[src/design/assert_macros.svh]
// Assertion macros used by the top-level design file
`ifndef ASSERT_MACROS_SVH
`define ASSERT_MACROS_SVH

// Check a property at every rising clock edge outside reset
`define CABE_ASSERT(lbl, prop) \
  lbl: assert property (@(posedge clk) disable iff (!rst_n) (prop)) \
    else $error("cabe assertion failed");

// Check that a condition never holds outside reset
`define CABE_NEVER(lbl, cond) \
  lbl: assert property (@(posedge clk) disable iff (!rst_n) !(cond)) \
    else $error("cabe forbidden condition seen");

`endif

[src/design/cabe_pkg.sv]
// Types, decode tables and helper functions for the conditional ALU/branch executor
package cabe_pkg;

  localparam int NumRegs   = 16;
  localparam int NumClass  = 15;
  localparam logic [3:0] PcIdx   = 4'd15;
  localparam logic [3:0] LinkIdx = 4'd14;
  localparam logic [31:0] BrOffMask = 32'h00FF_FFFF;

  typedef enum logic [1:0] {
    OUT_DP    = 2'd0,
    OUT_BR    = 2'd1,
    OUT_CFAIL = 2'd2,
    OUT_UNSUP = 2'd3
  } outcome_t;

  typedef enum logic [1:0] {
    KIND_DP = 2'd0,
    KIND_BR = 2'd1,
    KIND_NO = 2'd2
  } kind_t;

  typedef enum logic [3:0] {
    OP_AND = 4'd0,  OP_EOR = 4'd1,  OP_SUB = 4'd2,  OP_RSB = 4'd3,
    OP_ADD = 4'd4,  OP_ADC = 4'd5,  OP_SBC = 4'd6,  OP_RSC = 4'd7,
    OP_TST = 4'd8,  OP_TEQ = 4'd9,  OP_CMP = 4'd10, OP_CMN = 4'd11,
    OP_ORR = 4'd12, OP_MOV = 4'd13, OP_BIC = 4'd14, OP_MVN = 4'd15
  } dp_op_t;

  typedef enum logic [1:0] {
    SH_LSL = 2'd0,
    SH_LSR = 2'd1,
    SH_ASR = 2'd2,
    SH_ROR = 2'd3
  } shift_t;

  typedef enum logic [3:0] {
    CC_EQ = 4'd0,  CC_NE = 4'd1,  CC_CS = 4'd2,  CC_CC = 4'd3,
    CC_MI = 4'd4,  CC_PL = 4'd5,  CC_VS = 4'd6,  CC_VC = 4'd7,
    CC_HI = 4'd8,  CC_LS = 4'd9,  CC_GE = 4'd10, CC_LT = 4'd11,
    CC_GT = 4'd12, CC_LE = 4'd13, CC_AL = 4'd14, CC_NV = 4'd15
  } cond_t;

  // Result of the data-processing unit
  typedef struct packed {
    logic [31:0] value;
    logic [3:0]  nzcv;
    logic        wr_en;
  } alu_res_t;

  typedef struct packed {
    outcome_t    outcome;
    logic        dest_valid;
    logic [3:0]  dest_index;
    logic [31:0] dest_value;
    logic [31:0] next_pc;
    logic [3:0]  flags_nzcv;
  } result_t;

  localparam logic [31:0] ClsMask [NumClass] = '{
    32'h0FBF0FFF, 32'h0FBFFFF0, 32'h0FB00FF0, 32'h0DBFF000, 32'h0FC000F0,
    32'h0F8000F0, 32'h0E0000F0, 32'h0F000010, 32'h0F000010, 32'h0E000010,
    32'h0F000000, 32'h0E000000, 32'h0E000000, 32'h0C000000, 32'h0C000000};
  localparam logic [31:0] ClsVal [NumClass] = '{
    32'h010F0FFF, 32'h0129F000, 32'h01000090, 32'h0128F000, 32'h00000090,
    32'h00800090, 32'h0C200000, 32'h0E000000, 32'h0E000010, 32'h06000010,
    32'h0F000000, 32'h0E000000, 32'h0A000000, 32'h00000000, 32'h04000000};
  localparam kind_t ClsKind [NumClass] = '{
    KIND_NO, KIND_NO, KIND_NO, KIND_NO, KIND_NO, KIND_NO, KIND_NO, KIND_NO,
    KIND_NO, KIND_NO, KIND_NO, KIND_NO, KIND_BR, KIND_DP, KIND_NO};

  // Test the condition field against the NZCV flags
  function automatic logic cond_pass(input logic [3:0] cc, input logic [3:0] f);
    logic n, z, c, v, res;
    n = f[3];
    z = f[2];
    c = f[1];
    v = f[0];
    unique case (cond_t'(cc))
      CC_EQ:   res = z;
      CC_NE:   res = !z;
      CC_CS:   res = c;
      CC_CC:   res = !c;
      CC_MI:   res = n;
      CC_PL:   res = !n;
      CC_VS:   res = v;
      CC_VC:   res = !v;
      CC_HI:   res = c && !z;
      CC_LS:   res = !c || z;
      CC_GE:   res = (n == v);
      CC_LT:   res = (n != v);
      CC_GT:   res = !z && (n == v);
      CC_LE:   res = z || (n != v);
      CC_AL:   res = 1'b1;
      default: res = 1'b0;
    endcase
    return res;
  endfunction

  // First matching entry of the class table wins
  function automatic kind_t classify(input logic [31:0] w);
    kind_t k;
    logic  found;
    k = KIND_NO;
    found = 1'b0;
    for (int i = 0; i < NumClass; i++) begin
      if (!found && ((w & ClsMask[i]) == ClsVal[i])) begin
        k = ClsKind[i];
        found = 1'b1;
      end
    end
    return k;
  endfunction

endpackage

[src/design/cabe_if.sv]
// Valid/ready channel interfaces for instruction and result transactions
interface cabe_instr_if;
  logic        valid;
  logic        ready;
  logic [31:0] instruction_word;

  modport source (output valid, output instruction_word, input ready);
  modport sink   (input valid, input instruction_word, output ready);
endinterface

interface cabe_result_if;
  logic        valid;
  logic        ready;
  logic [1:0]  outcome;
  logic        dest_valid;
  logic [3:0]  dest_index;
  logic [31:0] dest_value;
  logic [31:0] next_pc;
  logic [3:0]  flags_nzcv;

  modport source (output valid, output outcome, output dest_valid, output dest_index,
                  output dest_value, output next_pc, output flags_nzcv, input ready);
  modport sink   (input valid, input outcome, input dest_valid, input dest_index,
                  input dest_value, input next_pc, input flags_nzcv, output ready);
endinterface

[src/design/cabe_alu.sv]
// Barrel shifter and ALU for one data-processing instruction
module cabe_alu
  import cabe_pkg::*;
(
  input  logic [31:0] instr,
  input  logic [31:0] rn_val,
  input  logic [31:0] rm_val,
  input  logic [31:0] rs_val,
  input  logic [3:0]  flags,
  output alu_res_t    res
);

  logic        cin;
  logic [31:0] op2;
  logic        sh_c;
  logic [7:0]  amt;
  logic        regform;
  shift_t      sh_type;
  logic [63:0] wide;
  logic [4:0]  rot;
  logic [63:0] imm_wide;
  logic [31:0] add_x, add_y;
  logic        add_ci;
  logic [32:0] sum;
  logic        arith;
  logic [31:0] r;
  logic        c_out, v_out;
  dp_op_t      op;

  assign cin     = flags[1];
  assign regform = instr[4];
  assign sh_type = shift_t'(instr[6:5]);
  assign amt     = regform ? rs_val[7:0] : {3'b000, instr[11:7]};
  assign rot     = {instr[11:8], 1'b0};
  assign op      = dp_op_t'(instr[24:21]);

  // Build operand two: rotated immediate or shifted register
  always_comb begin
    op2      = rm_val;
    sh_c     = cin;
    wide     = '0;
    imm_wide = {24'h0, instr[7:0], 24'h0, instr[7:0]} >> rot;
    if (instr[25]) begin
      op2 = imm_wide[31:0];
      if (rot != 5'd0) sh_c = op2[31];
    end else if (regform && amt == 8'd0) begin
      op2 = rm_val;
    end else begin
      case (sh_type)
        SH_LSL: begin
          if (amt == 8'd0) begin
            op2 = rm_val;
          end else if (amt <= 8'd32) begin
            wide = {32'h0, rm_val} << amt[5:0];
            op2  = wide[31:0];
            sh_c = wide[32];
          end else begin
            op2  = '0;
            sh_c = 1'b0;
          end
        end
        SH_LSR: begin
          if (amt == 8'd0 || amt == 8'd32) begin
            op2  = '0;
            sh_c = rm_val[31];
          end else if (amt < 8'd32) begin
            wide = {rm_val, 32'h0} >> amt[5:0];
            op2  = wide[63:32];
            sh_c = wide[31];
          end else begin
            op2  = '0;
            sh_c = 1'b0;
          end
        end
        SH_ASR: begin
          if (amt == 8'd0 || amt >= 8'd32) begin
            op2  = {32{rm_val[31]}};
            sh_c = rm_val[31];
          end else begin
            wide = $signed({rm_val, 32'h0}) >>> amt[5:0];
            op2  = wide[63:32];
            sh_c = wide[31];
          end
        end
        default: begin
          if (amt == 8'd0) begin
            // Rotate right extended through carry
            op2  = {cin, rm_val[31:1]};
            sh_c = rm_val[0];
          end else if (amt[4:0] == 5'd0) begin
            op2  = rm_val;
            sh_c = rm_val[31];
          end else begin
            wide = {rm_val, rm_val} >> amt[4:0];
            op2  = wide[31:0];
            sh_c = wide[31];
          end
        end
      endcase
    end
  end

  // Select adder operands for the arithmetic opcodes
  always_comb begin
    add_x  = rn_val;
    add_y  = op2;
    add_ci = 1'b0;
    arith  = 1'b1;
    case (op)
      OP_SUB, OP_CMP: begin add_y = ~op2; add_ci = 1'b1; end
      OP_RSB:         begin add_x = op2; add_y = ~rn_val; add_ci = 1'b1; end
      OP_ADD, OP_CMN: begin add_ci = 1'b0; end
      OP_ADC:         begin add_ci = cin; end
      OP_SBC:         begin add_y = ~op2; add_ci = cin; end
      OP_RSC:         begin add_x = op2; add_y = ~rn_val; add_ci = cin; end
      default:        arith = 1'b0;
    endcase
  end

  assign sum = {1'b0, add_x} + {1'b0, add_y} + {32'h0, add_ci};

  // Logical result or adder output, then carry and overflow
  always_comb begin
    case (op)
      OP_AND, OP_TST: r = rn_val & op2;
      OP_EOR, OP_TEQ: r = rn_val ^ op2;
      OP_ORR:         r = rn_val | op2;
      OP_MOV:         r = op2;
      OP_BIC:         r = rn_val & ~op2;
      OP_MVN:         r = ~op2;
      default:        r = sum[31:0];
    endcase
    c_out = arith ? sum[32] : sh_c;
    v_out = arith ? (~(add_x[31] ^ add_y[31]) & (add_x[31] ^ sum[31])) : flags[0];
  end

  assign res.value = r;
  assign res.nzcv  = {r[31], (r == 32'h0), c_out, v_out};
  assign res.wr_en = !(op == OP_TST || op == OP_TEQ || op == OP_CMP || op == OP_CMN);

endmodule

[src/design/cond_alu_branch_executor_top.sv]
// Top level: instruction register, execute logic, register file and result register
//
// Executes one ARMv3 instruction word per transaction: the PC (r15) advances by 4, the
// condition field is tested against NZCV, data-processing instructions run through the
// barrel shifter and ALU, B/BL update the PC, and other classes report unsupported.
// One instruction per clock is sustained while the sink takes each result: an accepted
// word is loaded into the instruction register, then decode, shift and ALU settle
// combinationally into the result register, which drives the output channel.
// A result held by the sink stalls the instruction register, and with that register
// full the input stalls as well.
// The register file and flags are updated as the result is registered, so each
// instruction sees all effects of the one before it. Reset clears all 16 registers
// and the flags.
module cond_alu_branch_executor_top
  import cabe_pkg::*;
(
  input  logic          clk,
  input  logic          rst_n,
  cabe_instr_if.sink    in_ch,
  cabe_result_if.source out_ch
);

  logic [31:0] rf_r [NumRegs];
  logic [3:0]  flags_r;
  logic        ex_valid_r;
  logic [31:0] ir_r;
  logic        out_valid_r;
  result_t     out_r;

  logic        ex_adv;
  logic [31:0] pc_adv;
  logic [31:0] rn_val, rm_val, rs_val;
  logic        pass;
  kind_t       kind;
  alu_res_t    alu;
  logic [3:0]  rd;
  logic [31:0] br_off;
  result_t     res_nxt;
  logic [31:0] pc_nxt;
  logic [3:0]  flags_nxt;
  logic        rf_we;
  logic [3:0]  rf_wa;
  logic [31:0] rf_wd;

  assign ex_adv      = ex_valid_r && (!out_valid_r || out_ch.ready);
  assign in_ch.ready = !ex_valid_r || ex_adv;

  // Read operands; r15 reads as the advanced PC
  assign pc_adv = rf_r[PcIdx] + 32'd4;
  assign rn_val = (ir_r[19:16] == PcIdx) ? pc_adv : rf_r[ir_r[19:16]];
  assign rm_val = (ir_r[3:0] == PcIdx)   ? pc_adv : rf_r[ir_r[3:0]];
  assign rs_val = (ir_r[11:8] == PcIdx)  ? pc_adv : rf_r[ir_r[11:8]];
  assign rd     = ir_r[15:12];

  assign pass = cond_pass(ir_r[31:28], flags_r);
  assign kind = classify(ir_r);

  cabe_alu u_alu (
    .instr  (ir_r),
    .rn_val (rn_val),
    .rm_val (rm_val),
    .rs_val (rs_val),
    .flags  (flags_r),
    .res    (alu)
  );

  // Sign-extended word offset for branches
  assign br_off = {{6{ir_r[23]}}, ir_r[23:0], 2'b00};

  // Work out the architectural effect of the instruction
  always_comb begin
    pc_nxt    = pc_adv;
    flags_nxt = flags_r;
    rf_we     = 1'b0;
    rf_wa     = rd;
    rf_wd     = alu.value;
    res_nxt.outcome    = OUT_UNSUP;
    res_nxt.dest_valid = 1'b0;
    res_nxt.dest_index = '0;
    res_nxt.dest_value = '0;
    if (!pass) begin
      res_nxt.outcome = OUT_CFAIL;
    end else if (kind == KIND_BR) begin
      res_nxt.outcome = OUT_BR;
      pc_nxt = pc_adv + br_off + 32'd4;
      if (ir_r[24]) begin
        rf_we = 1'b1;
        rf_wa = LinkIdx;
        rf_wd = pc_adv;
        res_nxt.dest_valid = 1'b1;
        res_nxt.dest_index = LinkIdx;
        res_nxt.dest_value = pc_adv;
      end
    end else if (kind == KIND_DP) begin
      res_nxt.outcome = OUT_DP;
      if (ir_r[20] && rd != PcIdx) flags_nxt = alu.nzcv;
      if (alu.wr_en) begin
        if (rd == PcIdx) begin
          pc_nxt = alu.value;
        end else begin
          rf_we = 1'b1;
          res_nxt.dest_valid = 1'b1;
          res_nxt.dest_index = rd;
          res_nxt.dest_value = alu.value;
        end
      end
    end
    res_nxt.next_pc    = pc_nxt;
    res_nxt.flags_nzcv = flags_nxt;
  end

  // Instruction register: load on acceptance, drop when executed
  always_ff @(posedge clk) begin
    if (!rst_n) begin
      ex_valid_r <= 1'b0;
    end else if (in_ch.ready) begin
      ex_valid_r <= in_ch.valid;
    end
    if (in_ch.valid && in_ch.ready) ir_r <= in_ch.instruction_word;
  end

  // Commit architectural state as the result is registered
  always_ff @(posedge clk) begin
    if (!rst_n) begin
      for (int i = 0; i < NumRegs; i++) rf_r[i] <= '0;
      flags_r <= '0;
    end else if (ex_adv) begin
      if (rf_we) rf_r[rf_wa] <= rf_wd;
      rf_r[PcIdx] <= pc_nxt;
      flags_r     <= flags_nxt;
    end
  end

  // Result register: hold until the sink takes the transaction
  always_ff @(posedge clk) begin
    if (!rst_n) begin
      out_valid_r <= 1'b0;
    end else if (ex_adv) begin
      out_valid_r <= 1'b1;
    end else if (out_ch.ready) begin
      out_valid_r <= 1'b0;
    end
    if (ex_adv) out_r <= res_nxt;
  end

  assign out_ch.valid      = out_valid_r;
  assign out_ch.outcome    = out_r.outcome;
  assign out_ch.dest_valid = out_r.dest_valid;
  assign out_ch.dest_index = out_r.dest_index;
  assign out_ch.dest_value = out_r.dest_value;
  assign out_ch.next_pc    = out_r.next_pc;
  assign out_ch.flags_nzcv = out_r.flags_nzcv;

`include "assert_macros.svh"

  `CABE_NEVER(a_no_pc_dest, out_valid_r && out_r.dest_valid && out_r.dest_index == PcIdx)
  `CABE_NEVER(a_cfail_no_write, out_valid_r && out_r.outcome == OUT_CFAIL && out_r.dest_valid)
  `CABE_ASSERT(a_stall_holds_state, out_valid_r && !out_ch.ready |=> $stable(rf_r[PcIdx]))
  `CABE_ASSERT(a_pc_matches, out_valid_r |-> out_r.next_pc == rf_r[PcIdx] || ex_valid_r)

endmodule

[src/flat_wrapper.sv]
// flat-port wrapper written by rule: the top's interface ports become plain ports
module cond_alu_branch_executor_top_flat import cabe_pkg::*;
  (clk, rst_n, in_ch_valid, in_ch_instruction_word, in_ch_ready, out_ch_valid, out_ch_outcome, out_ch_dest_valid, out_ch_dest_index, out_ch_dest_value, out_ch_next_pc, out_ch_flags_nzcv, out_ch_ready);
  cabe_instr_if in_ch_i ();
  cabe_result_if out_ch_i ();
  input  logic clk;
  input  logic rst_n;
  input wire logic [$bits(in_ch_i.valid)-1:0] in_ch_valid;
  input wire logic [$bits(in_ch_i.instruction_word)-1:0] in_ch_instruction_word;
  output wire logic [$bits(in_ch_i.ready)-1:0] in_ch_ready;
  output wire logic [$bits(out_ch_i.valid)-1:0] out_ch_valid;
  output wire logic [$bits(out_ch_i.outcome)-1:0] out_ch_outcome;
  output wire logic [$bits(out_ch_i.dest_valid)-1:0] out_ch_dest_valid;
  output wire logic [$bits(out_ch_i.dest_index)-1:0] out_ch_dest_index;
  output wire logic [$bits(out_ch_i.dest_value)-1:0] out_ch_dest_value;
  output wire logic [$bits(out_ch_i.next_pc)-1:0] out_ch_next_pc;
  output wire logic [$bits(out_ch_i.flags_nzcv)-1:0] out_ch_flags_nzcv;
  input wire logic [$bits(out_ch_i.ready)-1:0] out_ch_ready;
  assign in_ch_i.valid = in_ch_valid;
  assign in_ch_i.instruction_word = in_ch_instruction_word;
  assign in_ch_ready = in_ch_i.ready;
  assign out_ch_valid = out_ch_i.valid;
  assign out_ch_outcome = out_ch_i.outcome;
  assign out_ch_dest_valid = out_ch_i.dest_valid;
  assign out_ch_dest_index = out_ch_i.dest_index;
  assign out_ch_dest_value = out_ch_i.dest_value;
  assign out_ch_next_pc = out_ch_i.next_pc;
  assign out_ch_flags_nzcv = out_ch_i.flags_nzcv;
  assign out_ch_i.ready = out_ch_ready;
  cond_alu_branch_executor_top u_core (.clk(clk), .rst_n(rst_n), .in_ch(in_ch_i), .out_ch(out_ch_i));
endmodule
[config.mk]
export PLATFORM = sky130hd
export DESIGN_NAME = cond_alu_branch_executor_top_flat
export DESIGN_NICKNAME = d
export VERILOG_FILES = /design/src/design/cabe_pkg.sv /design/src/design/cabe_if.sv /design/src/design/cabe_alu.sv /design/src/design/cond_alu_branch_executor_top.sv /design/src/flat_wrapper.sv
export VERILOG_INCLUDE_DIRS = /design/src /design/src/design
export SDC_FILE = /design/constraint.sdc
export NUM_CORES = 2
export LEC_CHECK = 0
export ABC_AREA = 0
export BUFFER_PORTS_ARGS = -buffer_cell sky130_fd_sc_hd__buf_4
export CELL_PAD_IN_SITES_DETAIL_PLACEMENT = 2
export CELL_PAD_IN_SITES_GLOBAL_PLACEMENT = 2
export CORE_MARGIN = 2
export CORE_UTILIZATION = 46
export CTS_CLUSTER_SIZE = 14
export DETAILED_ROUTE_END_ITERATION = 10
export GPL_TIMING_DRIVEN = 1
export PLACE_DENSITY = 0.91
export SETUP_SLACK_MARGIN = 0.15
export SYNTH_ARGS = -nofsm -noshare
export SYNTH_HDL_FRONTEND = slang
export SYNTH_SLANG_ARGS = --single-unit
[constraint.sdc]
create_clock -name clk -period 19.2 [get_ports clk]
set_input_delay 3.84 -clock clk [delete_from_list [all_inputs] [get_ports clk]]
set_output_delay 3.84 -clock clk [all_outputs]
set_load 0.005 [all_outputs]
==> results.md, run 1 <==
- Stopping stage: global routing
- Syn nets: about 4900
- Post-CTS Setup Inserts: 0
- Sequential share of the synthesized area: 0.390
- Outcome: did not finish
- Top-area cell type share of the netlist area: 0.383
- Async set-reset flop share out of synthesis: 0
- Synth area leaders: edfxtp_1 (38%), mux4_2 (11%), nor2_1 (6.3%), mux2i_1 (3.8%), ha_1 (3.1%)
- Root Buffer Master: clkbuf_16
- Initial antenna violation count: 83
- Placer Congestion: about 1.1
- H-tree depth: 3
- Number of flops mapped to enable cells by yosys: ~620
- Clock Tree Buf Depth: 3
- PortBufs: 112
- Num rows: 119
- Remaining Overflow, GRT: 32
- Dominant synthesized flop cell: edfxtp_1
- IO Count: between 100 and 150
- #FFs+latches synth: about 640
- Error msg: [ERROR GRT-0232] Routing congestion too high. Check the congestion heatmap in the GUI.
- Synth warnings: 0
- Clock Sinks: 637
- Die Y: between 300 and 400 um
- CTS Buf Count: between 70 and 80
- Initial Utilization: 0.462
- Hold_buf cts: 0
- Dominant cell type by area after synthesis: edfxtp_1
- Die Wd: 329 um
- Post-DP HPWL: 214000 um
- Syn_area_per_cell: 10.2 um2
- Mapped cell area: ~0.049 mm2
- Post-cts resize count: 0
- Post-synthesis cell count: 4765
- Largest net degree at the start of global routing: 73
- Post-synthesis cell type count: roughly 130
- Gr usage total: 0.785
[stage by stage]
step / utilization / hold slack [ns] / std cells / instance area (um2) / setup slack (ns)
floorplan: - / 0.485 / 4765 / 48500 / 11.05
global placement: 0.487 / 0.499 / 6080 / 51100 / 8.27
detailed placement: 0.487 / 0.541 / 6081 / 51100 / 7.42
CTS: 0.510 / 0.651 / 6215 / 53500 / 7.15
[logic make-up after synthesis]
family,synth area share
DFF,0.390
muxes,0.183
xor gates and xnor gates,0.0137
buffers and inverters,0.0458
adders and majority gates,0.0324
and+or+nand+nor,0.153
AOI/OAI and AO/OA,0.181
[per-layer routing]
layer	GRT usage	overflow
met4	0.736	18
met3	0.672	4
met2	0.903	9
met1	0.805	0
met5	0.469	1
[cell usage after synthesis, types with 43 or more instances]
master    count
mux4_2      241
a31oi_1      57
edfxtp_1    619
nand3_1     117
and2_1       53
inv_1        85
a221oi_1     43
o21ai_0     195
a211oi_1     65
mux2_2       54
buf_2        63
a21oi_1     273
nand2_1     334
o211ai_1     66
nor2_1      817
mux2i_1     183
clkbuf_1    238
xnor2_1      47
nor3_1      114
buf_1        49
ha_1        121
o22ai_1      82
a22oi_1     106
==> run 2: changes to the inputs <==
- CELL_PAD_IN_SITES_DETAIL_PLACEMENT: 2 -> unset
- CELL_PAD_IN_SITES_GLOBAL_PLACEMENT: 2 -> unset
- CORE_UTILIZATION: 46 -> 40
- CTS_CLUSTER_SIZE: 14 -> unset
- PLACE_DENSITY: 0.91 -> unset
- PLACE_DENSITY_LB_ADDON: unset -> 0.15
- SETUP_SLACK_MARGIN: 0.15 -> unset
==> run 2 against run 1 <==
The flow now finishes, with violations (capacitance limit, slew limit). Area after synthesis is the same. Synthesized cell count unchanged.
==> results.md, run 2 <==
- RR Endpoint: u_core.rf_r[7][28]
- Synth warnings: 0 (unchanged)
- Max_cap viols: 1
- Initial DRC Count: 7501
- Vias per cell: 7.13
- Total Negative Setup Slacks: 0 ns
- Clk Latency, worst-skew pair: about 0.70 ns
- Post-cts resize count: 0 (unchanged)
- Seq pwr share: 0.319
- Met2 usage: 0.555
- Hold Violations, Final: 0
- Fill cell count: between 10000 and 15000
- PortBufs: 112 (unchanged)
- R2r setup slk: 7.54 ns
- Placer Congestion: 1.03 (-4.6%)
- Switching share of power: 0.422
- NetSw: approximately 2200 uW
- Post-Route Utilization: 0.448
- Endpoints failing setup: 0
- Post-DP HPWL: 173000 um (-19%)
- Top-count cell post-synth: nor2_1
- Post-synth top cells: nor2_1 (817), edfxtp_1 (619), nand2_1 (334)
- Post-CTS Setup Inserts: 0 (unchanged)
- Critical Path End Type: register
- Core Region: around 0.12 mm2
- Sequential share of the synthesized area: 0.390 (unchanged)
- CP required: a little under 20 ns
- Worst path slowest cell: a21oi_1
- Pre-CTS setup slack: 8.01 ns (+0.594 ns)
- Pwr Density: around 96 mW/mm2
- Worst Max-Slew Pin Slew: ~1.5 ns
- Largest net degree at the start of global routing: 78
- Clock Sinks: 637 (unchanged)
- Nets: ~4900
- Die area: 0.124 mm2
- HP Class: register to register
- DRT Pass-1 Iters: 6
- Outcome: complete, but fails checks
- Number of flip-flops in the largest register: 512
- Layout cells sized above 1: 0.188
- IO Count: 113 (unchanged)
- GR Util met1: 0.532
- Register bank with the most flops: u_core.rf_r
- Number of flops mapped to enable cells by yosys: 619 (unchanged)
- Syn nets: 4925 (unchanged)
- Most frequent cells in the layout: nor2_1 (812), edfxtp_1 (619), buf_4 (327)
- Clock Pin Slew Worst Setup and Hold Paths: ~0.060 ns
- Relative slew slack: -0.00810
- Post-place instance area: 0.0514 mm2 (+0.65%)
- Initial Utilization: 0.404 (-0.0584)
- Remaining Overflow, GRT: 0
- Max Clock Freq: between 80 and 90 MHz
- Via count: around 46000
- Syn_area_per_cell: 10.2 um2 (unchanged)
- Root Buffer Master: clkbuf_16
- Final worst path period need: ~12 ns
- Crit-path max cell delay: around 1.1 ns
- Mapped cell area: 0.0485 mm2 (unchanged)
- #FFs+latches synth: 637 (unchanged)
- Dominant cell type by area after synthesis: edfxtp_1
- CTS tree: yes
- Dpl cells: 6302 (+3.6%)
- Post-synthesis cell type count: 129 (unchanged)
- Post-synthesis cell count: 4765 (unchanged)
- Fin area: 0.0538 mm2
- Most common cell on crit path: nor2_1
- WHS Endpoint: u_core.out_ch.valid
- Layout Cells excl Fill: ~6400
- WL/cell: roughly 39 um
- Hold_buf cts: 0 (unchanged)
- Global-route layer with the greatest usage: met2
- Critical path peak fanout: 56
- Dominant synthesized flop cell: edfxtp_1
- Hold depth: 1
- Int Pwr: 2990 uW
- Clock power share: 0.273
- Total wire length: roughly 250000 um
- Fin worst setup slack: between 7 and 8 ns
- Max VDD drop: 0.0755 mV
- Drt drc: 0
- H-tree depth: 3 (unchanged)
- Period Utilization, post-route: 0.607
- Met3 usage: 0.133
- Clock Tree Buf Depth: 3 (unchanged)
- Initial antenna violation count: 19
- Clk_skew: approximately 0.067 ns
- Async set-reset flop share out of synthesis: 0 (unchanged)
- Die Y: 352 um (+7.1%)
- Gr usage total: 0.391
- Layout area overhead: 10.8%
- CP startpoint kind: register
- Max Slew Vio Count: 1
- CTS Buf Count: 74 (+1.4%)
- Most common cell after layout, fill and taps aside: nor2_1
- Vias in the first global route: 42322
- Synth area leaders: edfxtp_1 (38%), mux4_2 (11%), nor2_1 (6.3%), mux2i_1 (3.8%), ha_1 (3.1%)
- Die Wd: 352 um (+7.1%)
- Worst EP arrival: about 12 ns
- Violated checks: capacitance limit, slew limit
- First-pass GRT wire length: between 300000 and 400000 um
- Leak: roughly 0.020 uW
- RSZ-0062 raised after global routing: false
- Top-area cell type share of the netlist area: 0.383 (unchanged)
- CP Class: register to register
- Hold path startpoint: u_core.ex_valid_r
- R2R cell count: 32
- Num rows: 127 (+6.7%)
- Logic pwr share: 0.408
- Antenna Violating Nets Remaining: 0
==> run 2: cell counts after synthesis <==
No cell type changed its count.
==> run 2: layer usage <==
| metal | vias to the layer above | part of all wire | routed length [um] |
|---|---|---|---|
| met1 | 23110 | 0.39 | 97700 |
| li1 | 18493 | - | - |
| met5 | - | 0.00071 | 177 |
| met2 | 3633 | 0.41 | 104000 |
| met4 | 14 | 0.056 | 14000 |
| met3 | 685 | 0.14 | 34800 |
==> run 2: critical path, delay by kind of cell (launching register included) <==
| family | cells | cell delay [ns] |
|---|---|---|
| compound gates | 17 | 6.77 |
| simple gates | 6 | 0.99 |
| fa+ha+maj | 1 | 0.34 |
| flops | 1 | 0.45 |
| mux | 2 | 0.46 |
| xor+xnor | 1 | 0.19 |
| buf+inv | 5 | 2.07 |
==> run 2: stage by stage <==
stage / hold slack, ns / total power (uW)
after floorplan: 0.485 / 2840
after global placement: 0.508 / 3690
after detailed placement: 0.513 / 3670
after CTS: 0.525 / 5070
after global routing: 0.547 / 5290
final: 0.534 / 5170
==> run 2: area by class of cell <==
| type | count | area (um2) | area share |
|---|---|---|---|
| Multi-Input combinational cell | 3636 | 27600 | 0.513 |
| Antenna cell | 8 | 20.0 | 0.000372 |
| Tap cell | 1612 | 2020 | 0.0375 |
| Clock buffer | 92 | 1920 | 0.0357 |
| Clock inverter | 44 | 435 | 0.00810 |
| Inverter | 89 | 335 | 0.00623 |
| Sequential cell | 637 | 19000 | 0.353 |
| Timing Repair Buffer | 328 | 2470 | 0.0460 |
==> run 2: worst max-delay path by stage <==
stage | from | to | slack [ns] | depth (start not counted)
detailed placement | register | u_core.rf_r[1][28] | 8.01 | 32
global route | register | u_core.rf_r[4][28] | 7.07 | 31
finish | register | u_core.rf_r[7][28] | 7.54 | 32
floorplan | out_ch_ready | u_core.rf_r[13][0] | 11.05 | 9
global placement | register | u_core.rf_r[14][28] | 8.10 | 32
CTS | register | u_core.rf_r[6][28] | 7.94 | 32
==> run 2: logic make-up after synthesis <==
group           count (synthesis)  share of synthesized area
xor+xnor                       76                     0.0137
simple gates                 1656                      0.153
flops                         637                      0.390
fa+ha+maj                     124                     0.0324
mux                           520                      0.183
buf+inv                       492                     0.0458
compound gates               1260                      0.181
==> run 2: power groups by stage <==
stage / Clock (uW) / Sequential, uW / Combinational, uW
after CTS: 1420 / 1650 / 2000
after global routing: 1470 / 1650 / 2160
final: 1410 / 1650 / 2110
after detailed placement: 0 / 1680 / 2000
after global placement: 0 / 1670 / 2010
after floorplan: 0 / 1630 / 1210
No activity file was read; power rests on OpenSTA's default activity.
